`src/bfc_pkg.sv`:
```
// bfc_pkg: shared constants and types for the block fir convolver
// no dependencies; imported by bfc_cell, bfc_ctrl and block_fir_convolver
`default_nettype none

package bfc_pkg;

	localparam int MAX_TAPS_DEF = 16;
	localparam int SMP_W        = 16;
	localparam int PROD_W       = 2 * SMP_W;
	localparam int FRAC_BITS    = 15;
	localparam int TAP_IDX_W    = 4;
	localparam int KL_W         = 5;
	localparam int APB_DW       = 32;
	localparam int APB_AW       = 3;

	localparam logic [KL_W-1:0] KL_RESET = KL_W'(1);

	localparam logic OP_WRITE_TAP = 1'b0;
	localparam logic OP_SAMPLE    = 1'b1;

	localparam logic REG_KERNEL_LENGTH = 1'b0;

	localparam logic signed [SMP_W-1:0] SMP_MAX = {1'b0, {(SMP_W-1){1'b1}}};
	localparam logic signed [SMP_W-1:0] SMP_MIN = {1'b1, {(SMP_W-1){1'b0}}};

	typedef struct packed {
		logic tap_wr;
		logic smp_load;
		logic launch;
	} bfc_ctl_t;

endpackage

`default_nettype wire

```
`src/bfc_cell.sv`:
```
// bfc_cell: one tap of the convolver row, holding a coefficient and one history sample
// depends on bfc_pkg; a chain of these is built in block_fir_convolver
`default_nettype none

module bfc_cell
	import bfc_pkg::*;
#(
	parameter int MAX_TAPS = MAX_TAPS_DEF
) (
	input  wire logic                                   clk,
	input  wire logic                                   arst_n,
	input  wire logic                                   tap_we,
	input  wire logic signed [SMP_W-1:0]                tap_wdata,
	input  wire logic                                   load,
	input  wire logic                                   clr,
	input  wire logic signed [SMP_W-1:0]                smp_in,
	output logic signed [SMP_W-1:0]                     smp_out,
	input  wire logic                                   en,
	input  wire logic                                   tok_in,
	input  wire logic signed [PROD_W+$clog2(MAX_TAPS)-1:0] acc_in,
	output logic                                        tok_out,
	output logic signed [PROD_W+$clog2(MAX_TAPS)-1:0]   acc_out
);

	localparam int ACC_W = PROD_W + $clog2(MAX_TAPS);

	logic signed [SMP_W-1:0]  tap_q;
	logic signed [SMP_W-1:0]  smp_q;
	logic signed [PROD_W-1:0] prod_q;
	logic signed [ACC_W-1:0]  acc_q;
	logic                     tok_q;

	always_ff @(posedge clk or negedge arst_n) begin
		if (!arst_n) begin
			tap_q <= '0;
			smp_q <= '0;
			tok_q <= 1'b0;
		end else begin
			if (tap_we) begin
				tap_q <= tap_wdata;
			end
			if (load) begin
				smp_q <= clr ? '0 : smp_in;
			end
			tok_q <= tok_in;
		end
	end

	always_ff @(posedge clk) begin
		prod_q <= en ? ($signed(PROD_W'(smp_q)) * $signed(PROD_W'(tap_q))) : '0;
		acc_q  <= acc_in + ACC_W'(prod_q);
	end

	assign smp_out = smp_q;
	assign tok_out = tok_q;
	assign acc_out = acc_q;

endmodule

`default_nettype wire

```
`config.mk`:
```
export PLATFORM = sky130hd
export DESIGN_NAME = bfc_cell
export DESIGN_NICKNAME = d
export VERILOG_FILES = /design/src/bfc_pkg.sv /design/src/bfc_cell.sv
export SDC_FILE = /design/constraint.sdc
export NUM_CORES = 1
export LEC_CHECK = 0
export BUFFER_PORTS_ARGS = -buffer_cell sky130_fd_sc_hd__buf_2
export CORE_ASPECT_RATIO = 1.75
export CORE_UTILIZATION = 40
export CTS_CLUSTER_SIZE = 28
export DETAILED_ROUTE_END_ITERATION = 6
export SLEW_MARGIN = 20
export SYNTH_ARGS = -nofsm -noshare
export SYNTH_HDL_FRONTEND = slang
export SYNTH_SLANG_ARGS = --single-unit
```
`constraint.sdc`:
```
create_clock -name clk -period 7.4 [get_ports clk]
set_input_delay 0.74 -clock clk [delete_from_list [all_inputs] [get_ports clk]]
set_output_delay 0.74 -clock clk [all_outputs]
set_load 0.03 [all_outputs]
```
# After elaboration in Yosys (flattened, before gate mapping)
# Index checks and enable logic that the tools add are counted.
dict set report op_classes {
  add_sub_neg 1
  n_mul 1
  n_mux 1
}
# operator count
set ops {}
lappend ops {{adder 36 x 32 -> 36 bit} 1}
lappend ops {{multiplier 16 x 16 -> 32 bit} 1}
lappend ops {{2-to-1 mux 16 bit} 1}
dict set report word_totals {
  reg_bits 101
  in_bits 75
  wordCells 8
}

# Longest topological paths before layout
dict set report logic_depth {
  depth_word 1
  mapped_depth 26
}

# Least setup slack after synthesis
# OpenSTA, ideal clock, no wires.
dict set report synth_path {
  path_kind {register to register}
  from {register smp_q[15], in the netlist smp_out[15]}
  to {register prod_q[31]}
  arrival_ns 5.930
  required_time_ns 7.285
  path_slack_ns 1.355
  path_stages_with_launch 22
  synth_period_minus_slack_ns 6.045
  cell_sequence {dfrtp_1 -> clkbuf_1 -> nand2_1 -> inv_1 -> fa_1 -> fa_1 -> fa_1 -> fa_1 -> fa_1 -> inv_1 -> fa_1 -> inv_1 -> ha_1 -> a21o_1 -> a21o_1 -> a221oi_1 -> o211ai_1 -> nand3_1 -> a21oi_1 -> a211oi_1 -> xnor2_1 -> and2_1}
}
dict set report synth_between {
  elab_chain_cells 1
}
# element line_no
set synth_rtl {}
lappend synth_rtl {{start: declaration} bfc_cell.sv:28} ;# logic signed [SMP_W-1:0] smp_q;
lappend synth_rtl {{start signal: assignment} bfc_cell.sv:43} ;# smp_q <= clr ? '0 : smp_in;
lappend synth_rtl {{multiplier 16 x 16 -> 32 bit} bfc_cell.sv:50} ;# prod_q <= en ? ($signed(PROD_W'(smp_q)) * $signed(PROD_W'(tap_q))) : '0;
lappend synth_rtl {{end signal: assignment} bfc_cell.sv:50}
lappend synth_rtl {{end: declaration} bfc_cell.sv:29} ;# logic signed [PROD_W-1:0] prod_q;
# No other way between the ends.
# A chain may end at the register's enable or synchronous reset.

# Worst setup path in the final report
# Same ends and word-level chain as after synthesis.

==> flow_summary.ini <==
[synthesis]
synthArstFlopShare_pct = 32.7
syn_area_um2 = 14400
synth_enable_flop_cells = 0
synthCells = 1536
ys_seq_elements = 101
ys_seq_area_share_pct = 15.2
synth_top_area_cell = fa_1
yosysTopAreaCellShare_pct = 36.6
synth_area_leaders = fa_1 (37%), ha_1 (10%), dfxtp_1 (9.5%)
ys_warn_count = 0
syn_avg_cell_area_um2 = 9.37
synth_fp_nets = 1991
ys.flop_type = dfxtp_1
yosysUniqueCellTypes = 57

[clock_network]
cts_made_buffers = 9
cts_tree = done
h-tree-depth = 3
numClockSinks = 101
clock_latency_ns = 0.37
hold_buffers = 0
post-cts-setup-buffers = 0
clkTransAtPathRegs_ns = 0.08
clockRootBuffer = clkbuf_16
cts_resized = 0
clk_path_buf_depth = 2

[routing]
ant_nets = 0
initialDrtViolationCount = 305
routed-via-count = 10200
vias_per_cell = 4.86
wl_per_cell_um = 16.0
first_pass_iters = 4
drcViolationCount = 0
finalWirelength_um = 33600

[grt]
grt_use_met1_pct = 21.7
track_usage_pct = 19.5
grt_pass1_wl_um = 56400
grt_antenna_before_repair = 0
use_met3_pct = 1.86
grt_overflow_total = 0
grt_pass1_vias = 11400
use_met2_pct = 37.2
gr-max-usage-layer = met2
grt_max_degree = 34

[critical_path]
crit_required_ns = 7.68
worstPathMaxFanout = 18
r2r_start = smp_out[15]
crit_start = smp_out[15]
reg2reg_depth = 20
reg2reg_to = prod_q[31]
rrSetupSlack_ns = 0.87
endpoint_kind = flip-flop
critPathArrivalTime_ns = 6.81
worstSetupStartpointType = flip-flop
critical_path_class = flip-flop to flip-flop
endpoint = prod_q[31]

[place]
io_buffers = 127
place_congestion = 0.913
hpwl_um = 28300

[sta]
fin_crit_sh_pct = 88.2
finalSetupViolations = 0
worst_pin_slew_ns = 0.822
skew_ns = 0.0125
layout_min_cycle_time_ns = 6.53
hold_viol = 0
clock.fmax_mhz = 153
slew_headroom_pct = 45.2
drv_slew = 0
finalSetupTns_ns = 0
grt_setup_unrepaired = false

[die]
pin_count = 128
fp-row-count = 91
die_h_um = 253
dieWidth_um = 145
initial_core_util_pct = 40.8
dieArea_um2 = 36800
core_area_um2 = 35300

[cells_and_area]
area_growth_pct = 9.55
layout_common_cells = inv_1 (335), fa_1 (263), nand2_1 (161), and2_1 (151), buf_2 (127)
n_antenna_cell = 0
drive_gt1_share_pct = 10.6
fin_nets = 2087
final_common_cell = inv_1

[hold_path]
hold_class = primary input to async pin

[run]
cap_violations = 0

[outcome]
run_status = finished, final reports clean
==> synth_stat cells, types with 3 or more instances <==
master    instances
a211oi_1          4
a21o_1           28
a21oi_1          50
a31oi_1           6
and2_1          151
and3_1            5
clkbuf_1         44
dfrtp_1          33
dfxtp_1          68
fa_1            263
ha_1            117
inv_1           335
mux2_2           15
nand2_1         161
nand2b_1          8
nand3_1          10
nand3b_1         16
nand4_1           6
nor2_1           39
nor3_1            6
o211ai_1          4
o21a_1            5
o21ai_0          35
o21ai_1           7
o21bai_1          7
o31a_1            3
o31ai_1           4
or2_2             3
xnor2_1          50
xor2_1           19
==> final cells by class <==
cell class | instances | area (um^2)
multi-input combinational | 1055 | 10800
sequential | 101 | 2190
inverter | 335 | 1260
tap | 465 | 582
clock inverter | 5 | 46.3
timing repair buffer | 130 | 658
clock buffer | 11 | 264
fill | 3537 | 19500
==> registers in the layout, summed over array words and instances (netlist names) <==
| register | count |
|---|---|
| acc_out | 36 |
| prod_q | 32 |
| smp_out | 16 |
| tap_q | 16 |
| tok_out | 1 |
==> worst min path at each step <==
| stage | start | to | slack [ns] | cells after the start |
|---|---|---|---|---|
| 2_1_floorplan | prod_q[0] | acc_out[0] | 0.42 | 1 |
| 3_3_place_gp | prod_q[0] | acc_out[0] | 0.43 | 1 |
| 3_5_place_dp | prod_q[0] | acc_out[0] | 0.44 | 1 |
| 4_1_cts | arst_n | tap_q[9] | 0.43 | 1 |
| 5_1_grt | tok_in | tok_out | 0.46 | 1 |
| 6_report | arst_n | tap_q[9] | 0.41 | 1 |
==> critical path, stage by stage, from the launching register on <==
cell,delay [ns]
dfrtp_1,0.77
nand2_1,0.20
inv_1,0.17
fa_1,0.55
fa_1,0.58
fa_1,0.47
fa_1,0.52
fa_1,0.49
inv_1,0.05
fa_1,0.47
inv_1,0.04
ha_1,0.35
a21o_1,0.20
a21o_1,0.17
a221oi_1,0.37
o211ai_1,0.21
nand3_1,0.14
a21oi_1,0.12
a211oi_1,0.26
xnor2_1,0.11
and2_1,0.16
==> routing by layer <==
layer	routed length (um)	part of all wire, %
met5	0	0
met4	1110	3.3
met3	1300	3.9
met2	18100	54
met1	13100	39
==> logic make-up (layout without fill, tap and decap cells) <==
kind of cell               Yosys count  after routing  share of synthesized area, %
AOI/OAI and AO/OA                  176            176                          8.04
adders and majority gates          380            380                          46.8
xor gates and xnor gates            69             69                          4.20
muxes                               16             16                          1.24
buffers and inverters              380            481                          9.97
DFF                                101            101                          15.2
and+or+nand+nor                    414            414                          14.6
==> metrics by stage <==
step / area [um^2] / setup slack [ns] / utilization, % / cells / hold WS (ns)
after global routing: 15800 / 0.486 / 44.7 / 2102 / 0.458
after global placement: 15500 / 0.910 / 43.8 / 2086 / 0.434
final: 15800 / 0.871 / 44.7 / 2102 / 0.411
after detailed placement: 15500 / 0.863 / 43.8 / 2086 / 0.436
after CTS: 15800 / 0.864 / 44.7 / 2102 / 0.427
after floorplan: 14400 / 1.36 / - / 1536 / 0.420
Power is not shown: default switching activity piles up to over one toggle a cycle in this logic, so the estimate is an artifact.
