--- config.mk ---
export PLATFORM = sky130hd
export DESIGN_NAME = bfc_ctrl
export DESIGN_NICKNAME = d
export VERILOG_FILES = /design/src/bfc_pkg.sv /design/src/bfc_ctrl.sv
export SDC_FILE = /design/constraint.sdc
export NUM_CORES = 1
export LEC_CHECK = 0
export BUFFER_PORTS_ARGS = -buffer_cell sky130_fd_sc_hd__clkbuf_2
export CAP_MARGIN = 20
export CORE_UTILIZATION = 50
export CTS_CLUSTER_DIAMETER = 120
export CTS_CLUSTER_SIZE = 20
export DETAILED_ROUTE_END_ITERATION = 8
export GPL_ROUTABILITY_DRIVEN = 1
export GPL_TIMING_DRIVEN = 0
export PLACE_DENSITY = 0.83
export REMOVE_ABC_BUFFERS = 1
export SYNTH_ARGS = -nofsm -noshare
export SYNTH_HDL_FRONTEND = slang
export SYNTH_SLANG_ARGS = --single-unit
--- constraint.sdc ---
create_clock -name clk -period 4.2 [get_ports clk]
set_clock_uncertainty 0.05 [all_clocks]
set_input_delay 0.63 -clock clk [delete_from_list [all_inputs] [get_ports clk]]
set_output_delay 0.63 -clock clk [all_outputs]
set_load 0.02 [all_outputs]
--- src/bfc_pkg.sv ---
// bfc_pkg: shared constants and types for the block fir convolver
// no dependencies; imported by bfc_cell, bfc_ctrl and block_fir_convolver
`default_nettype none

package bfc_pkg;

	localparam int MAX_TAPS_DEF = 16;
	localparam int SMP_W        = 16;
	localparam int PROD_W       = 2 * SMP_W;
	localparam int FRAC_BITS    = 15;
	localparam int TAP_IDX_W    = 4;
	localparam int KL_W         = 5;
	localparam int APB_DW       = 32;
	localparam int APB_AW       = 3;

	localparam logic [KL_W-1:0] KL_RESET = KL_W'(1);

	localparam logic OP_WRITE_TAP = 1'b0;
	localparam logic OP_SAMPLE    = 1'b1;

	localparam logic REG_KERNEL_LENGTH = 1'b0;

	localparam logic signed [SMP_W-1:0] SMP_MAX = {1'b0, {(SMP_W-1){1'b1}}};
	localparam logic signed [SMP_W-1:0] SMP_MIN = {1'b1, {(SMP_W-1){1'b0}}};

	typedef struct packed {
		logic tap_wr;
		logic smp_load;
		logic launch;
	} bfc_ctl_t;

endpackage

`default_nettype wire

--- src/bfc_ctrl.sv ---
// bfc_ctrl: input handshake, launch timing, rounding and saturation, output buffering
// depends on bfc_pkg; drives the cell row of block_fir_convolver
`default_nettype none

module bfc_ctrl
	import bfc_pkg::*;
#(
	parameter int MAX_TAPS = MAX_TAPS_DEF
) (
	input  wire logic                                   clk,
	input  wire logic                                   arst_n,
	input  wire logic                                   in_valid,
	output logic                                        in_ready,
	input  wire logic                                   op,
	output logic                                        out_valid,
	input  wire logic                                   out_ready,
	output logic signed [SMP_W-1:0]                     sample_out,
	output logic                                        clipped,
	input  wire logic                                   done,
	input  wire logic signed [PROD_W+$clog2(MAX_TAPS)-1:0] acc_fin,
	output bfc_ctl_t                                    ctl
);

	localparam int ACC_W = PROD_W + $clog2(MAX_TAPS);
	localparam int Q_W   = ACC_W - FRAC_BITS;

	localparam logic signed [Q_W-1:0] Q_MAX = Q_W'(SMP_MAX);
	localparam logic signed [Q_W-1:0] Q_MIN = Q_W'(SMP_MIN);

	logic                    busy_q;
	logic                    l1_q;
	logic                    l2_q;
	logic                    out_valid_q;
	logic                    pend_valid_q;
	logic signed [SMP_W-1:0] out_smp_q;
	logic                    out_clip_q;
	logic signed [SMP_W-1:0] pend_smp_q;
	logic                    pend_clip_q;

	logic                    accept;
	logic                    take;
	logic                    to_out;
	logic signed [Q_W-1:0]   q;
	logic signed [SMP_W-1:0] res_smp;
	logic                    res_clip;

	assign in_ready     = !busy_q && !pend_valid_q;
	assign accept       = in_valid && in_ready;
	assign ctl.tap_wr   = accept && (op == OP_WRITE_TAP);
	assign ctl.smp_load = accept && (op == OP_SAMPLE);
	assign ctl.launch   = l2_q;

	assign take   = out_valid_q && out_ready;
	assign to_out = !out_valid_q || take;

	always_comb begin
		q = Q_W'(acc_fin >>> FRAC_BITS);
		if (q > Q_MAX) begin
			res_smp  = SMP_MAX;
			res_clip = 1'b1;
		end else if (q < Q_MIN) begin
			res_smp  = SMP_MIN;
			res_clip = 1'b1;
		end else begin
			res_smp  = q[SMP_W-1:0];
			res_clip = 1'b0;
		end
	end

	always_ff @(posedge clk or negedge arst_n) begin
		if (!arst_n) begin
			busy_q       <= 1'b0;
			l1_q         <= 1'b0;
			l2_q         <= 1'b0;
			out_valid_q  <= 1'b0;
			pend_valid_q <= 1'b0;
		end else begin
			l1_q <= ctl.smp_load;
			l2_q <= l1_q;
			if (ctl.smp_load) begin
				busy_q <= 1'b1;
			end else if (done) begin
				busy_q <= 1'b0;
			end
			if (done) begin
				if (to_out) begin
					out_valid_q <= 1'b1;
				end else begin
					pend_valid_q <= 1'b1;
				end
			end else if (take) begin
				if (pend_valid_q) begin
					pend_valid_q <= 1'b0;
				end else begin
					out_valid_q <= 1'b0;
				end
			end
		end
	end

	always_ff @(posedge clk) begin
		if (done) begin
			if (to_out) begin
				out_smp_q  <= res_smp;
				out_clip_q <= res_clip;
			end else begin
				pend_smp_q  <= res_smp;
				pend_clip_q <= res_clip;
			end
		end else if (take && pend_valid_q) begin
			out_smp_q  <= pend_smp_q;
			out_clip_q <= pend_clip_q;
		end
	end

	assign out_valid  = out_valid_q;
	assign sample_out = out_smp_q;
	assign clipped    = out_clip_q;

	// accumulator only leaves the row for a sample in flight
	a_done_busy: assert property (@(posedge clk) disable iff (!arst_n)
		done |-> busy_q)
		else $error("result left the cell row with no sample in flight");

	a_pend_behind_out: assert property (@(posedge clk) disable iff (!arst_n)
		pend_valid_q |-> out_valid_q)
		else $error("pending result without a result in the output register");

	a_stall_to_pend: assert property (@(posedge clk) disable iff (!arst_n)
		(done && out_valid_q && !out_ready) |=> pend_valid_q)
		else $error("stalled result was not held");

	a_no_accept_busy: assert property (@(posedge clk) disable iff (!arst_n)
		ctl.smp_load |=> (busy_q && !in_ready))
		else $error("input taken while the cell row is working");

endmodule

`default_nettype wire

-- Word level (Yosys, flattened, before mapping)
Cells that the tools add are included.
- register bits after elaboration: 39
- bits in latches: 0
- RAM bits: 0
- bits in read-only memories: 0
- bits of input ports: 42
- output and inout bits: 22
- word-level logic and storage cells: 52
- memories: 0
- add/sub/neg operators: 0
- $mul: 0
- div/mod/pow operators: 0
- magnitude comparators: 2
- eq/ne operators: 3
- shifts and indexed selects: 0
- mux-type cells: 19
- bitwise gates (word level): 2
- reduce and logical (&&, ||, !) cells: 17
- operators by type and width (kind ; count):
    $mux 16 ; 5
    $gt 21x16->1 const B ; 1
    $lt 21x16->1 const B ; 1
    $mux 1 ; 14
    $logic_and 1x1->1 ; 6
    $reduce_and 2->1 ; 3
    $reduce_bool 2->1 ; 3
    $ne 2x2->1 const B ; 2
    $logic_not 1->1 ; 3
    $reduce_and 3->1 ; 1
    $ne 2x1->1 const B ; 1
    $not 1->1 ; 2
    $logic_or 1x1->1 ; 1

-- Logic depth before layout (Yosys ltp)
Gate-level depths: netlist (run 1).
- depth in word-level cells: 5
- mapped depth: 5

-- Worst setup path after synthesis (run 1)
Ideal clock, no wire load.
- path kind: input to register
- from: in done
- to: reg out_clip_q, in the netlist clipped, enable pin
- arrival: 1.986 ns
- data required time: 3.760 ns
- setup slack: 1.774 ns
- stages: 4
- buffers on the path: 2
- cell sequence: clkbuf_1 > clkbuf_1 > a21oi_1 > nor2_1
- word-level cells in the longest chain between the ends: 2
- elaborated cells between the ends (all ways): 3
- classes of those cells: eq/ne (1); reduce/logical (2)
- RTL lines (element ; line ; source):
    from (decl) ; bfc_ctrl.sv:19 ; input wire logic done,
    $ne 2x1->1 (no line) / $reduce_bool 2->1 (equally long branches) ; - ;
    $reduce_and 2->1 (no line) * ; - ;
    to (signal assigned) ; bfc_ctrl.sv:105 ; out_clip_q <= res_clip;
    to (signal assigned) ; bfc_ctrl.sv:112 ; out_clip_q <= pend_clip_q;
    to (decl) ; bfc_ctrl.sv:36 ; logic out_clip_q;
Mark *: on every way between the ends. The rest lies on a longest branch, timed or not.
A chain may end at the register's enable or synchronous reset.

-- Final worst setup path (run 1)
Same ends and word-level chain as after synthesis.

==> results.json, run 1 <==
{
  "grt_usage_pct": 20.7,
  "gp_congestion": 0.759,
  "clockBufferDepth": 2,
  "yosysUniqueCellTypes": 26,
  "synth_top_family_by_area": "compound AO/OA/AOI/OAI gates",
  "relSlewSlack_pct": 48.0,
  "crit_type": "in -> reg",
  "tightest_slew_ns": 0.780,
  "synth_top_area_share_pct": 54.4,
  "finalCritPeriodShare_pct": 50.9,
  "required_ns": 4.15,
  "cts_tree": "built",
  "core_mm2": 0.00347,
  "async_flop_share_pct": 12.8,
  "final_area_mm2": 0.00219,
  "clock_latency_ns": 0.28,
  "grt_pass1_vias": 1446,
  "first_pass_iters": 4,
  "setup.worst_path.end_class": "flop",
  "synthCells": 172,
  "hp-class": "in -> async",
  "fin_hold_ws_ns": 0.0983,
  "syn_area_mm2": 0.00188,
  "drt-initial-drc-count": 115,
  "syn2layout_area_growth_pct": 16.9,
  "slew_violations": 0,
  "routed_wl_um": 3590,
  "p_leak_nw": 0.900,
  "fmax_mhz": 468,
  "cts_buffers": 5,
  "cts_max_level": 2,
  "synth_xor_area_share_pct": 0,
  "io_buffers": 48,
  "synth-compound-area-share_pct": 18.7,
  "start_util_pct": 54.1,
  "synth_adder_area_share_pct": 0,
  "dp.cells": 251,
  "routedWlPerCell_um": 13.9,
  "place_area_mm2": 0.00209,
  "viasPerCell": 5.54,
  "cellPowerDensity_mw_per_mm2": 400,
  "cts.hold.buffers_added": 0,
  "muxShareOfSynthArea_pct": 0.600,
  "synth_area_leaders": "edfxtp_1, dfrtp_1, o21a_1",
  "final_cells": 259,
  "grt_overflow": 0,
  "grt_setup_unrepaired": "false",
  "cts_root_buf": "clkbuf_8",
  "finalHoldViolCount": 0,
  "path_max_fanout": 37,
  "ant_nets": 0,
  "drc": 0,
  "ys_seq_area_share_pct": 61.1,
  "setup_viol": 0,
  "final_nets": 254,
  "clkTransAtPathRegs_ns": 0.07,
  "place_hpwl_um": 2310,
  "synth-simple-area-share_pct": 11.3,
  "cp-startpoint": "done",
  "r2r_start": "out_valid",
  "chipHeight_um": 63.2,
  "syn_area_per_cell_um2": 10.9,
  "drive_above_1_share_pct": 29.1,
  "clock-sinks": 39,
  "grt_first_pass_wirelength_um": 6380,
  "final_util_pct": 63.2,
  "cp_data_arrival_time_ns": 2.09,
  "maxCapViolCount": 0,
  "ys_seq_elements": 39,
  "n_antenna_cell": 0,
  "post-cts-setup-buffers": 0,
  "io_pins": 64,
  "startpoint_type": "input pin",
  "tns_ns": 0,
  "synthFlopType": "edfxtp_1",
  "finalCriticalPeriod_ns": 2.14,
  "vias": 1434,
  "yosysWarnings": 0,
  "grt_max_degree": 38,
  "dieArea_mm2": 0.00400,
  "synth_top_area_cell": "edfxtp_1",
  "status": "complete, no violations",
  "rows": 21,
  "cts_resized": 0,
  "antenna_found_initial": 0,
  "vdd_drop_max_mv": 0.178,
  "dieWidth_um": 63.2,
  "synth_edf_count": 34
}
## sequential cells by signal (all words and copies together), names as in the netlist
signal	cells
l2_q	1
busy_q	1
l1_q	1
sample_out	16
pend_smp_q	16
out_valid	1
pend_clip_q	1
pend_valid_q	1
clipped	1
## area by class of cell
class	count	area [um2]
inverters	17	63.8
fillers	294	1270
multi-input cells	100	574
well taps	46	57.6
repair buffers	49	251
clock buffers	8	100
flip-flops and latches	39	1150
## through the flow
stage / power, mW / worst slack [ns]
2_1_floorplan: 0.556 / 2.19
5_1_grt: 0.919 / 1.89
3_3_place_gp: 0.609 / 1.42
4_1_cts: 0.883 / 2.06
3_5_place_dp: 0.615 / 1.74
6_report: 0.878 / 2.06
## cell usage after synthesis, types with 2 or more instances
cell	number
and2_1	2
a31oi_1	16
o21a_1	15
a21oi_1	2
o21ai_0	13
buf_2	4
edfxtp_1	34
nand2_1	4
clkbuf_1	7
nor2_1	21
dfrtp_1	5
inv_1	17
buf_6	3
nand3_1	15
o21ai_1	3
## cells by family after synthesis
group,after synthesis
compound gates,53
simple gates,46
flops,39
buf+inv,33
mux,1
## layout by cell type (no fill, tap or decap), drive strengths merged, types with 2 or more instances in the layout
| cell | count |
|---|---|
| a21oi | 2 |
| a31oi | 16 |
| and2 | 2 |
| and3 | 2 |
| clkbuf | 56 |
| dfrtp | 5 |
| edfxtp | 34 |
| inv | 17 |
| nand2 | 4 |
| nand3 | 15 |
| nor2 | 21 |
| o21a | 15 |
| o21ai | 16 |
## worst max-delay path, cell delays in order
cell,delay (ns)
clkbuf_2,0.54
a21oi_1,0.08
nor2_1,0.58
buf_6,0.24
## routing by layer
| layer | GRT usage (%) | wire length (um) |
|---|---|---|
| met5 | 0 | 0 |
| met4 | 9.94 | 78 |
| met3 | 5.80 | 186 |
| met2 | 34.3 | 1820 |
| met1 | 24.6 | 1510 |
## power by group
group / internal, mW / switching (mW)
Clock: 0.150 / 0.122
Sequential: 0.458 / 0.00979
Combinational: 0.0476 / 0.0907
## path summary, 6_finish.rpt
kind                                endpoint  slack, ns  depth (start not counted)
worst max-delay path                 clipped       2.06                          4
worst min-delay path                    l1_q        0.1                          1
worst max register to register       clipped       2.48                          3
worst min register to register          l2_q       0.31                          0
max in group asynchronous       pend_valid_q       3.87                          1
min in group clk                        l2_q       0.31                          0
Power figures use the tool's default switching activity.
==> inputs of run 2 (changes only) <==
--- a/config.mk
+++ b/config.mk
@@ -7,13 +7,13 @@
 export LEC_CHECK = 0
 export BUFFER_PORTS_ARGS = -buffer_cell sky130_fd_sc_hd__clkbuf_2
 export CAP_MARGIN = 20
-export CORE_UTILIZATION = 50
+export CORE_UTILIZATION = 49
 export CTS_CLUSTER_DIAMETER = 120
 export CTS_CLUSTER_SIZE = 20
 export DETAILED_ROUTE_END_ITERATION = 8
 export GPL_ROUTABILITY_DRIVEN = 1
 export GPL_TIMING_DRIVEN = 0
-export PLACE_DENSITY = 0.83
+export PLACE_DENSITY = 0.81
 export REMOVE_ABC_BUFFERS = 1
 export SYNTH_ARGS = -nofsm -noshare
 export SYNTH_HDL_FRONTEND = slang
==> constraint.sdc (replaced) <==
create_clock -name clk -period 2 [get_ports clk]
set_clock_uncertainty 0.05 [all_clocks]
set_input_delay 0.3 -clock clk [delete_from_list [all_inputs] [get_ports clk]]
set_output_delay 0.3 -clock clk [all_outputs]
set_load 0.02 [all_outputs]
==> results.json, run 2 (same netlist as run 1, synthesis figures left out) <==
{
  "slew_violations": 0,
  "vias": 1446,
  "r2r_end": "pend_smp_q[2]",
  "fmax_mhz": 553,
  "grt_first_pass_wirelength_um": 6370,
  "start_util_pct": 51.2,
  "gp_congestion": 0.731,
  "final_nets": 254,
  "maxCapViolCount": 0,
  "cp_data_arrival_time_ns": 1.68,
  "finalCritPeriodShare_pct": 90.5,
  "hp-class": "in -> reg",
  "io_pins": 64,
  "cts_buffers": 5,
  "cp-startpoint": "done",
  "clock_latency_ns": 0.30,
  "final_cell_mix": "clkbuf_2, edfxtp_1, nor2_1, inv_1, a31oi_1",
  "power_frac_comb_pct": 15.0,
  "setup_viol": 0,
  "finalCriticalPeriod_ns": 1.81,
  "cts_tree": "built",
  "clock-sinks": 39,
  "slowest_stage": "nor2_2",
  "syn2layout_area_growth_pct": 17.5,
  "startpoint_type": "input pin",
  "p_sw_mw": 0.497,
  "cp.depth": 3,
  "cp_num_buf_inv": 1,
  "layout_commonest_cell": "clkbuf_2",
  "drive_above_1_share_pct": 29.1,
  "drt-initial-drc-count": 140,
  "post-cts-setup-buffers": 0,
  "worst_r2r_path_depth": 2,
  "clkTransAtPathRegs_ns": 0.07,
  "p_leak_nw": 0.902,
  "relSlewSlack_pct": 39.6,
  "p_int_mw": 1.43,
  "io_buffers": 48,
  "n_antenna_cell": 0,
  "crit_family": "simple AND/OR/NAND/NOR gates",
  "r2r_setup_slack_ns": 0.23,
  "register_area_mm2": 0.00115,
  "cts_root_buf": "clkbuf_8",
  "antenna_found_initial": 0,
  "chipHeight_um": 63.9,
  "routedWlPerCell_um": 14.7,
  "grt_pass1_vias": 1423,
  "r2r_start": "out_valid",
  "dieWidth_um": 63.9,
  "routed_wl_um": 3840,
  "required_ns": 1.87,
  "dp.cells": 252,
  "grt_overflow": 0,
  "layout_setup_ws_ns": 0.190,
  "grt_setup_unrepaired": "false",
  "multiInputGateArea_um2": 577,
  "finalHoldViolCount": 0,
  "core_mm2": 0.00366,
  "final_cells": 261,
  "place_hpwl_um": 2440,
  "tightest_slew_ns": 0.906,
  "netSwitchingFraction_pct": 25.9,
  "drc": 0,
  "status": "complete, no violations",
  "clockBufferDepth": 2,
  "viasPerCell": 5.54,
  "cellPowerDensity_mw_per_mm2": 872,
  "ant_nets": 0,
  "nFillCells": 313,
  "dieArea_mm2": 0.00408,
  "crit_type": "in -> reg",
  "vdd_drop_max_mv": 0.426,
  "pwr-share-clk_pct": 33.8,
  "p_seq_share_pct": 51.2,
  "cp_cell_sequence": "clkbuf_2 > a21oi_1 > nor2_2",
  "cp-endpoint": "sample_out[2]",
  "place_ws_ns": -0.154,
  "setup.worst_path.end_class": "flop",
  "slowest_delay_ns": 0.72,
  "first_pass_iters": 4,
  "cts_resized": 0,
  "rows": 22,
  "path_max_fanout": 37,
  "final_util_pct": 60.2,
  "grt_usage_pct": 20.8,
  "cts_max_level": 2,
  "grt_max_degree": 38
}
==> run 2: cell count changes in the layout (fill, tap and decap cells not counted), sizes merged <==
| cell | delta |
|---|---|
| buf | -1 |
| bufinv | +1 |
| clkbuf | -3 |
| clkinv | +2 |
| dlygate4sd3 | +1 |
==> run 2: power groups by stage <==
| stage | sequential [mW] | combinational [mW] | clock (mW) |
|---|---|---|---|
| final | 0.984 | 0.289 | 0.649 |
| after detailed placement | 1.00 | 0.289 | 0 |
| after floorplan | 1.04 | 0.124 | 0 |
| after global routing | 0.990 | 0.314 | 0.693 |
| after global placement | 1.00 | 0.280 | 0 |
| after CTS | 0.985 | 0.292 | 0.660 |
==> run 2: through the flow <==
step | setup TNS [ns] | total power [mW] | hold slack (ns) | cell area, um2
after global placement | -9.29 | 1.28 | 0.0713 | 2080
after floorplan | 0 | 1.17 | -0.0456 | 1780
final | 0 | 1.92 | 0.248 | 2200
after global routing | 0 | 2.00 | 0.249 | 2200
after detailed placement | -3.45 | 1.29 | 0.0724 | 2090
after CTS | 0 | 1.94 | 0.238 | 2200
==> run 2: area by class of cell <==
type,instances,area share [%]
inverter,17,2.89
multi-input combinational,100,26.2
clock inverter,3,1.76
tap,48,2.72
sequential,39,52.0
timing repair buffer,49,11.4
clock buffer,5,3.12
==> run 2: per-layer routing <==
layer	routed length (um)	track usage, %	share of wire, %	vias up
li1	-	-	-	689
met1	1550	25.2	40	690
met2	1970	34.6	51	58
met3	234	5.71	6.1	9
met4	90	9.09	2.3	0
met5	0	0	0	-
==> run 2: how the worst min path moves through the flow <==
stage | start | slack [ns] | cells past startpoint | end
2_1_floorplan | arst_n | -0.05 | 0 | busy_q
3_5_place_dp | arst_n | 0.07 | 1 | pend_valid_q
5_1_grt | in_valid | 0.25 | 2 | l1_q
6_report | in_valid | 0.25 | 2 | l1_q
3_3_place_gp | arst_n | 0.07 | 1 | busy_q
4_1_cts | in_valid | 0.24 | 2 | l1_q
==> run 2: repair_timing <==
item,CTS,global route
hold buffers,1,0
endpoints found under the hold margin,5,0
setup endpoints to repair,0,0
==> run 2: worst reg2reg max path: stages (launching register included) <==
cell and delay, ns:
dfrtp_1 0.41, nor2b_1 0.25, and2_1 0.69
==> inputs of run 3 (changes only) <==
--- a/config.mk
+++ b/config.mk
@@ -14,6 +14,7 @@
 export GPL_ROUTABILITY_DRIVEN = 1
 export GPL_TIMING_DRIVEN = 0
 export PLACE_DENSITY = 0.81
+export RECOVER_POWER = 25
 export REMOVE_ABC_BUFFERS = 1
 export SYNTH_ARGS = -nofsm -noshare
 export SYNTH_HDL_FRONTEND = slang
==> results.json, run 3 (same netlist as run 1, synthesis figures left out) <==
{
  "startpoint_type": "input pin",
  "chipHeight_um": 63.9,
  "final_cell_mix": "edfxtp_1, clkbuf_2, nor2_1, inv_1",
  "cellPowerDensity_mw_per_mm2": 877,
  "setup_viol": 0,
  "clock-sinks": 39,
  "clkTransAtPathRegs_ns": 0.07,
  "final_nets": 254,
  "routed_wl_um": 3900,
  "gp_congestion": 0.731,
  "grt_pass1_vias": 1423,
  "finalHoldViolCount": 0,
  "rows": 22,
  "grt_setup_unrepaired": "false",
  "power_mw": 1.92,
  "cts_tree": "built",
  "final_util_pct": 59.7,
  "first_pass_iters": 4,
  "syn2layout_area_growth_pct": 16.5,
  "crit_type": "in -> reg",
  "tightest_slew_ns": 0.914,
  "hp-class": "in -> reg",
  "routedWlPerCell_um": 14.9,
  "cts_buffers": 5,
  "maxCapViolCount": 0,
  "tns_ns": 0,
  "final_area_mm2": 0.00218,
  "core_mm2": 0.00366,
  "cts_root_buf": "clkbuf_8",
  "drc": 0,
  "ant_nets": 0,
  "setup.worst_path.end_class": "flop",
  "drive_above_1_share_pct": 21.6,
  "fmax_mhz": 549,
  "clockBufferDepth": 2,
  "pwr-share-clk_pct": 33.9,
  "place_ws_ns": -0.154,
  "place_area_mm2": 0.00209,
  "fin_hold_ws_ns": 0.248,
  "vias": 1453,
  "finalCritPeriodShare_pct": 91.1,
  "power_frac_comb_pct": 14.8,
  "status": "complete, no violations",
  "antenna_found_initial": 0,
  "cp_data_arrival_time_ns": 1.69,
  "path_max_fanout": 37,
  "finalCriticalPeriod_ns": 1.82,
  "io_pins": 64,
  "layout_setup_ws_ns": 0.178,
  "grt_max_degree": 38,
  "viasPerCell": 5.57,
  "vdd_drop_max_mv": 0.426,
  "required_ns": 1.87,
  "layout_commonest_cell": "edfxtp_1",
  "place_hpwl_um": 2440,
  "grt_usage_pct": 20.8,
  "relSlewSlack_pct": 39.0,
  "dieArea_mm2": 0.00408,
  "dieWidth_um": 63.9,
  "clock_latency_ns": 0.30,
  "netSwitchingFraction_pct": 26.0,
  "io_buffers": 48,
  "cts_max_level": 2,
  "r2r_setup_slack_ns": 0.22,
  "p_seq_share_pct": 51.4,
  "grt_overflow": 0,
  "n_antenna_cell": 0,
  "grt_first_pass_wirelength_um": 6370,
  "dp.cells": 252,
  "p_leak_nw": 0.855,
  "p_int_mw": 1.42,
  "final_cells": 261,
  "slew_violations": 0,
  "start_util_pct": 51.2,
  "p_sw_mw": 0.497,
  "drt-initial-drc-count": 127
}
run 3: cell counts in the layout (fill, tap and decap cells not counted):
No cell type changed its count.
run 3: layout make-up:
cell class,instances,area [um2]
Multi-Input combinational cell,100,577
Tap cell,48,60.1
Inverter,17,63.8
Sequential cell,39,1150
Fill cell,324,1480
Clock inverter,3,38.8
Clock buffer,5,68.8
Timing Repair Buffer,49,230
run 3: critical path, cell delays in order:
cell,delay (ns)
clkbuf_2,0.53
a21oi_1,0.11
nor2_2,0.73
run 3: power groups by stage:
stage,Combinational (mW),Sequential [mW],Clock (mW)
after global placement,0.280,1.00,0
after detailed placement,0.289,1.00,0
after global routing,0.307,0.990,0.693
after CTS,0.292,0.985,0.660
after floorplan,0.124,1.04,0
final,0.283,0.984,0.648
run 3: final timing paths:
check                                endpoint  cells after the start      start
worst min-delay path                     l1_q                      2   in_valid
worst min register to register           l2_q                      0       l1_q
worst max register to register  pend_smp_q[2]                      2  out_valid
worst max-delay path            sample_out[1]                      3       done
max in group asynchronous                l2_q                      2     arst_n
min in group asynchronous        pend_valid_q                      2     arst_n
run 3: metal layers:
layer	share of wire [%]	track usage, %
met1	40	25.2
met4	2.3	9.09
met3	6.6	5.71
met5	0	0
met2	51	34.6
run 3: what timing repair did:
action	CTS	global route
endpoints found under the hold margin	5	0
setup buffers	0	0
resized for setup	0	0
hold buffers	1	0
